===== src/rtl/fpn_pkg.sv =====
// shared types, constants and helpers of the fractal noise block
package fpn_pkg;

  localparam logic OP_LOAD = 1'b0;
  localparam logic OP_EVAL = 1'b1;

  localparam int QUEUE_DEPTH = 2;
  localparam int QPTR_W      = $clog2(QUEUE_DEPTH);
  localparam int QCNT_W      = $clog2(QUEUE_DEPTH + 1);

  localparam int          VAL_W     = 20;
  localparam logic [16:0] ONE_Q16   = 17'd65536;
  localparam logic [23:0] FREQ_MAX  = 24'hFFFFFF;
  localparam logic [20:0] FADE_BIAS = 21'd655360;

  typedef enum logic [1:0] {
    CFG_BASE_FREQ    = 2'd0,
    CFG_OCTAVE_COUNT = 2'd1,
    CFG_PERSISTENCE  = 2'd2,
    CFG_LACUNARITY   = 2'd3
  } cfg_idx_t;

  typedef struct packed {
    logic [15:0] base_freq;
    logic [3:0]  octave_count;
    logic [15:0] persistence;
    logic [15:0] lacunarity;
  } cfg_t;

  typedef struct packed {
    logic               op;
    logic [7:0]         table_index;
    logic [7:0]         table_value;
    logic signed [23:0] x_coord;
    logic signed [23:0] y_coord;
  } item_t;

  typedef enum logic [4:0] {
    S_IDLE, S_PX, S_PY,
    S_R0, S_R1, S_R2, S_R3, S_R4, S_R5, S_R6, S_R7, S_R8, S_R9, S_R10,
    S_T2X, S_T3X, S_SX, S_T2Y, S_T3Y, S_SY,
    S_LLO, S_LHI, S_LN, S_ACC, S_AMP, S_FRQ,
    S_DIV, S_DIVW, S_OUT
  } state_t;

  // gradient dot product on the front lattice face
  function automatic logic signed [VAL_W-1:0] grad_dot(
    input logic [3:0]              h,
    input logic signed [VAL_W-1:0] dx,
    input logic signed [VAL_W-1:0] dy
  );
    logic signed [VAL_W-1:0] u;
    logic signed [VAL_W-1:0] v;
    u = (h < 4'd8) ? dx : dy;
    v = (h < 4'd4) ? dy : ((h == 4'd12 || h == 4'd14) ? dx : '0);
    return (h[0] ? -u : u) + (h[1] ? -v : v);
  endfunction

endpackage


===== src/rtl/fpn_front.sv =====
// input acceptance and short queue ahead of the noise engine
module fpn_front (
  input  logic                  clk,
  input  logic                  rst_n,
  input  logic                  in_valid,
  output logic                  in_stall,
  input  logic                  in_operation,
  input  logic [7:0]            in_table_index,
  input  logic [7:0]            in_table_value,
  input  logic signed [23:0]    in_x_coord,
  input  logic signed [23:0]    in_y_coord,
  output logic                  q_valid,
  output fpn_pkg::item_t        q_item,
  input  logic                  q_pop
);

  fpn_pkg::item_t                   entry_r [fpn_pkg::QUEUE_DEPTH];
  logic [fpn_pkg::QPTR_W-1:0]       wr_ptr_r, wr_ptr_nxt;
  logic [fpn_pkg::QPTR_W-1:0]       rd_ptr_r, rd_ptr_nxt;
  logic [fpn_pkg::QCNT_W-1:0]       cnt_r, cnt_nxt;
  logic                             push, pop;
  fpn_pkg::item_t                   new_item;

  always_comb begin
    new_item.op          = (in_operation == fpn_pkg::OP_EVAL) ? fpn_pkg::OP_EVAL
                                                              : fpn_pkg::OP_LOAD;
    new_item.table_index = in_table_index;
    new_item.table_value = in_table_value;
    new_item.x_coord     = in_x_coord;
    new_item.y_coord     = in_y_coord;
  end

  assign in_stall = (cnt_r == fpn_pkg::QCNT_W'(fpn_pkg::QUEUE_DEPTH));
  assign q_valid  = (cnt_r != '0);
  assign q_item   = entry_r[rd_ptr_r];
  assign push     = in_valid && !in_stall;
  assign pop      = q_pop && q_valid;

  always_comb begin
    wr_ptr_nxt = wr_ptr_r;
    rd_ptr_nxt = rd_ptr_r;
    cnt_nxt    = cnt_r;
    if (push) begin
      wr_ptr_nxt = (wr_ptr_r == fpn_pkg::QPTR_W'(fpn_pkg::QUEUE_DEPTH - 1)) ? '0
                                                                             : wr_ptr_r + 1'b1;
    end
    if (pop) begin
      rd_ptr_nxt = (rd_ptr_r == fpn_pkg::QPTR_W'(fpn_pkg::QUEUE_DEPTH - 1)) ? '0
                                                                             : rd_ptr_r + 1'b1;
    end
    if (push && !pop) begin
      cnt_nxt = cnt_r + 1'b1;
    end else if (pop && !push) begin
      cnt_nxt = cnt_r - 1'b1;
    end
  end

  always_ff @(posedge clk) begin
    if (!rst_n) begin
      wr_ptr_r <= '0;
      rd_ptr_r <= '0;
      cnt_r    <= '0;
    end else begin
      wr_ptr_r <= wr_ptr_nxt;
      rd_ptr_r <= rd_ptr_nxt;
      cnt_r    <= cnt_nxt;
    end
  end

  always_ff @(posedge clk) begin
    if (push) begin
      entry_r[wr_ptr_r] <= new_item;
    end
  end

endmodule


===== config.mk =====
export PLATFORM = sky130hd
export DESIGN_NAME = fpn_front
export DESIGN_NICKNAME = d
export VERILOG_FILES = /design/src/rtl/fpn_pkg.sv /design/src/rtl/fpn_front.sv
export SDC_FILE = /design/constraint.sdc
export NUM_CORES = 1
export LEC_CHECK = 0
export BUFFER_PORTS_ARGS = -buffer_cell sky130_fd_sc_hd__buf_2
export CORE_MARGIN = 1.5
export CORE_UTILIZATION = 40
export CTS_BUF_LIST = sky130_fd_sc_hd__clkbuf_4
export CTS_CLUSTER_SIZE = 30
export DETAILED_ROUTE_END_ITERATION = 8
export GPL_TIMING_DRIVEN = 0
export PLACE_DENSITY = 0.71
export SLEW_MARGIN = 5
export SYNTH_ARGS = -nofsm -noshare
export SYNTH_HDL_FRONTEND = slang
export SYNTH_SLANG_ARGS = --single-unit

===== constraint.sdc =====
create_clock -name clk -period 11.6 [get_ports clk]
set_clock_uncertainty 0.1 [all_clocks]
set_input_delay 0 -clock clk [delete_from_list [all_inputs] [get_ports clk]]
set_output_delay 0 -clock clk [all_outputs]
set_load 0.02 [all_outputs]

# Yosys cells after proc, flatten, opt, wreduce, memory -nomap -nowiden

Memories as Yosys holds them, arrays and structs flattened. A register that Yosys moved wholly into a read port is not among the register bits.
Cells that the tools add are included.
W data, S select, Z words.

Bits in registers: 4
Bits in latches: 0
RAM bits: 130
Bits in read-only memories: 0
Output and inout port bits: 67
Word-level logic and storage cells: 27
Memories: 1

Memory list:

| memory  | depth | width | rd ports | clocked after Yosys merged registers in | write ports | RTL line        | source |
|---|---|---|---|---|---|---|---|
| entry_r | 2     | 65    | 1        | 1                                       | 1           | fpn_front.sv:17 | `fpn_pkg::item_t entry_r [fpn_pkg::QUEUE_DEPTH];` |

Add/sub/neg operators: 4
Multipliers: 0
Divide/modulo/power cells: 0
Order comparisons: 0
Equal/unequal tests: 1
Shift-type cells: 0
Mux-type cells: 9
Bitwise operators: 0
Reduce and logical (&&, ||, !) cells: 9

Operators by type and width:

| operator              | number |
|---|---|
| $mux W1               | 7 |
| $logic_and A1 B1 Y1   | 4 |
| $mux W2               | 2 |
| $reduce_bool A2 Y1    | 2 |
| $logic_not A1 Y1      | 3 |
| $add A1 B1 Y1 const B | 2 |
| $add A2 B1 Y2 const B | 1 |
| $eq A2 B2 Y1 const B  | 1 |
| $sub A2 B1 Y2 const B | 1 |

# Longest topological paths before layout

Depth after elaboration: 7
Mapped depth: 7

# Worst setup path after synthesis

Ideal clock, no wire load.

Kind: register to register
Start point: register cnt_r[0] in the netlist's numbering
End point: memory entry_r[0][0] in the netlist's numbering, enable pin
Setup time: 0.478 ns
Arrival time: 3.150 ns
Required time: 11.022 ns
Path slack: 7.872 ns
Cell stages (with the launch flop): 4
Path buffers: 0
Clock period less this slack: 3.728 ns
Cell sequence: dfxtp_1 > nand2b_1 > inv_2 > nor3_2

Longest elaborated chain between the ends: 5

RTL lines:

| element                       | RTL line        | source |
|---|---|---|
| start: declaration            | fpn_front.sv:20 | `logic [fpn_pkg::QCNT_W-1:0] cnt_r, cnt_nxt;` |
| start signal: assignment      | fpn_front.sv:66 | `cnt_r <= cnt_nxt;` |
| $eq A2 B2 Y1                  | fpn_front.sv:33 | `assign in_stall = (cnt_r == fpn_pkg::QCNT_W'(fpn_pkg::QUEUE_DEPTH));` |
| via in_stall                  | fpn_front.sv:6  | `output logic in_stall,` |
| $logic_not A1 Y1              | fpn_front.sv:36 | `assign push = in_valid && !in_stall;` |
| $logic_and A1 B1 Y1           | fpn_front.sv:36 |  |
| $mux W1                       | fpn_front.sv:71 | `if (push) begin` |
| $mux W1 (implied by the code) | fpn_front.sv:72 | `entry_r[wr_ptr_r] <= new_item;` |
| end: declaration              | fpn_front.sv:17 |  |

The timed path passes the listed nets, and every way through them passes these cells.

# Final worst setup path

Start point: register cnt_r[0] in the netlist's numbering
End point: register wr_ptr_r

Longest elaborated chain between the ends: 3

RTL lines:

| element                | RTL line        | source |
|---|---|---|
| $eq A2 B2 Y1           | fpn_front.sv:33 |  |
| $logic_not A1 Y1       | fpn_front.sv:36 |  |
| $logic_and A1 B1 Y1    | fpn_front.sv:36 |  |
| end signal: assignment | fpn_front.sv:64 | `wr_ptr_r <= wr_ptr_nxt;` |
| end: declaration       | fpn_front.sv:18 | `logic [fpn_pkg::QPTR_W-1:0] wr_ptr_r, wr_ptr_nxt;` |

No other way between the ends.
A chain may end at the register's enable or synchronous reset.

==> metrics.md <==
| Metric | Value |
|---|---|
| Number of gates resized after CTS | 0 |
| Hold Path Class | in -> reg |
| Final nets | 524 |
| Routed Wire Length | 9410 um |
| Count of nets left with antenna violations after detail routing | 0 |
| Buffers inserted by post-CTS timing repair | 0 |
| Clock slew at the register clock pins of the worst setup and hold paths | about 0.11 ns |
| R2r worst-path depth | 5 |
| Hold slack | roughly 0.094 ns |
| Largest net degree at the start of global routing | 40 |
| R2r startpoint | cnt_r[0] |
| Share of the synthesized area in the top cell type | approximately four fifths |
| Clock Sinks | about 140 |
| Final count of negative-setup-slack endpoints | 0 |
| # DRC | 0 |
| Die span in y | approximately 110 um |
| Routability-driven placement congestion ratio | slightly above 0.7 |
| Relative slew slack | 45.3% |
| Initial antenna violation count | 0 |
| Worst EP arrival | approximately 2.6 ns |
| Worst skew pair latency | 0.52 ns |
| Placed wire-length estimate after detailed placement | 5780 um |
| Initial drt markers | approximately 150 |
| Boundary Pins | 136 |
| Kind of start point of the critical path | register |
| Core ar. | 0.0120 mm^2 |
| RSZ-0062 raised after global routing | false |
| Number of instances in the synthesized netlist | between 200 and 250 |
| Largest stage delay on the critical path | roughly 0.63 ns |
| Data required, critical path | 11.97 ns |
| Number of violations of the max-capacitance limit | 0 |
| Min cycle time layout | 2.27 ns |
| Number of buffers created by CTS | 17 |
| Mapped Nets | 297 |
| DRT Pass-1 Iters | 4 |
| Maximum clock path buffer count | 2 |
| Die Width | about 110 um |
| Final hold violation count | 0 |
| Run status | finished clean |
| Power density relative to cell area | approximately 200 mW/mm^2 |
| Count of buffers from port buffering | 135 |
| Library cell with the largest summed area after synthesis | edfxtp_1 |
| Global-route total usage across every layer | 15.5% |
| Cell-by-cell listing of the critical path | nand2b_1 -> inv_2 -> nor3_4 -> o21a_1 -> dlygate4sd3_1 |
| CTS Hold Bufs | 69 |
| Element type at the critical path end | register |
| Routed WL per cell | roughly 15 um |
| Max-slew violation count | 0 |
| Setup slack, reg-to-reg | between 9 and 10 ns |
| Peak supply drop | ~0.11 mV |
| Ranking of synthesized cells by area | edfxtp_1 (79%), mux2_2 (15%), dfxtp_1 (2.0%) |
| Endpoint of the worst hold path | entry_r[1][1] |
| Worst Hold Path Cells | 2 |
| First-pass GRT wire length | approximately 15000 um |
| Startpoint of the lowest-slack hold path | in_y_coord[1] |
| Leakage Power | between 0.002 and 0.003 uW |
| Total of flip-flops plus latches after synthesis | around 140 |
| Per-instance average area after synthesis | 21.8 um^2 |
| Fraction of layout cells with a size suffix above 1 | 52.2% |
| Worst Max-Slew Pin Slew | 0.818 ns |
| Grt total ovfl | 0 |
| Area enclosed by the die boundary | between 0.01 and 0.015 mm^2 |
| Buffer cell driving the clock tree root | clkbuf_4 |
| Final worst-path setup slack | 9.33 ns |
| TritonCTS clock tree | done |
| Dpl ws | roughly 9.4 ns |
| Antenna diode instance count | 0 |
| Clock H-tree levels | 4 |
| Initial core utilization | between 40% and 50% |
| Terminus of the critical flop-to-flop path | wr_ptr_r |
| Critical path peak fanout | 14 |
| Sequential area share after synthesis | a little over 80% |
| Sum of negative setup slack | 0 ns |
| Post-synth design cell area | 0.00494 mm^2 |
| Via density per instance | about 4.6 |
| Achievable Freq | around 440 MHz |
| Layout overhead on the synthesized area | 38.9% |
| Vias post-DR | about 2800 |
| Share of the cycle needed by the critical path after routing | 19.6% |
| Synth warnings | 0 |
| Number of global-route vias before repair | a little over 3000 |
| Count of distinct cell types in the synthesized netlist | 23 |
| Slowest cell on crit path | nor3_4 |
| Number of standard-cell rows in the floorplan | 40 |
| Start-to-end type of the worst setup path | reg -> reg |
-- metal layers --
layer | GRT usage [%] | wire (um) | vias up
met5 | 0 | 0 | -
met4 | 7.42 | 189 | 0
met3 | 5.24 | 480 | 16
met2 | 27.9 | 4920 | 92
met1 | 16.2 | 3810 | 1378
li1 | - | - | 1360
-- flip-flops by register name, indices dropped and copies added (netlist names), named ones only --
name	cells
rd_ptr_r	1
cnt_r	2
entry_r	130
wr_ptr_r	1
-- how the worst max path moves through the flow --
stage,startpoint,end,slack [ns],depth (start not counted)
finish,cnt_r[0],wr_ptr_r,9.33,5
CTS,cnt_r[0],wr_ptr_r,9.35,5
floorplan,cnt_r[0],entry_r[0][0],7.87,3
detailed placement,cnt_r[0],entry_r[0][29],9.43,5
global route,cnt_r[0],wr_ptr_r,9.22,5
global placement,cnt_r[0],entry_r[0][61],6.55,3
-- metrics by stage --
step / instance area (um^2) / std cells / power [uW] / util [%]
finish: 6860 / 614 / 1370 / 57.1
global route: 6860 / 614 / 1440 / 57.1
CTS: 6860 / 614 / 1390 / 57.1
detailed placement: 5890 / 513 / 1060 / 49.0
global placement: 5800 / 509 / 1040 / 48.3
floorplan: 4940 / 227 / 922 / -
-- critical path, delay by kind of cell (launching register included) --
family,cells,cell delay (ns)
and+or+nand+nor,2,0.82
DFF,1,0.43
AOI/OAI and AO/OA,1,0.24
buffers and inverters,2,0.64
-- where the power goes --
| group | internal [uW] | switching, uW | total [uW] |
|---|---|---|---|
| logic | 192 | 245 | 436 |
| clock network | 153 | 156 | 309 |
| registers | 611 | 17.0 | 628 |
-- cell type report --
cell class / instances / area, um^2
clock inverter: 12 / 134
timing repair buffer: 208 / 1440
inverter: 2 / 7.51
clock buffer: 20 / 150
sequential: 135 / 4000
fill: 936 / 5150
buffer: 7 / 68.8
multi-input combinational: 83 / 872
tap: 147 / 184
-- cell families after synthesis --
family | count (synthesis) | synth area share [%]
xor+xnor | 3 | 0.532
compound gates | 5 | 0.658
buf+inv | 9 | 1.54
simple gates | 9 | 1.17
flops | 135 | 81.0
fa+ha+maj | 1 | 0.253
mux | 65 | 14.8
-- Yosys cell counts --
cell type and instances:
o21ai_0 1, buf_4 1, inv_1 1, and3_1 1, nor3_2 1, a21boi_0 1
xor2_1 1, buf_6 5, buf_2 1, xnor2_1 2, edfxtp_1 130, o21a_1 1
or2_2 1, inv_2 1, nand2b_1 1, or3_1 1, a21boi_1 1, o21ai_1 1
and2_1 3, ha_1 1, mux2_2 65, dfxtp_1 5, nor2_1 1
-- cells in the final DEF (no fill, tap or decap), drive strengths merged --
cell type,n
ha,1
and3,1
or2,1
xor2,1
or3,1
nor2,1
dfxtp,5
and2,3
o21a,1
o21ai,2
xnor2,2
dlygate4sd3,69
nand2b,1
clkinvlp,1
bufinv,3
buf,146
edfxtp,130
a21boi,2
inv,2
clkinv,8
mux2,65
nor3,1
clkbuf,20
(Power assumes the default switching activity.)
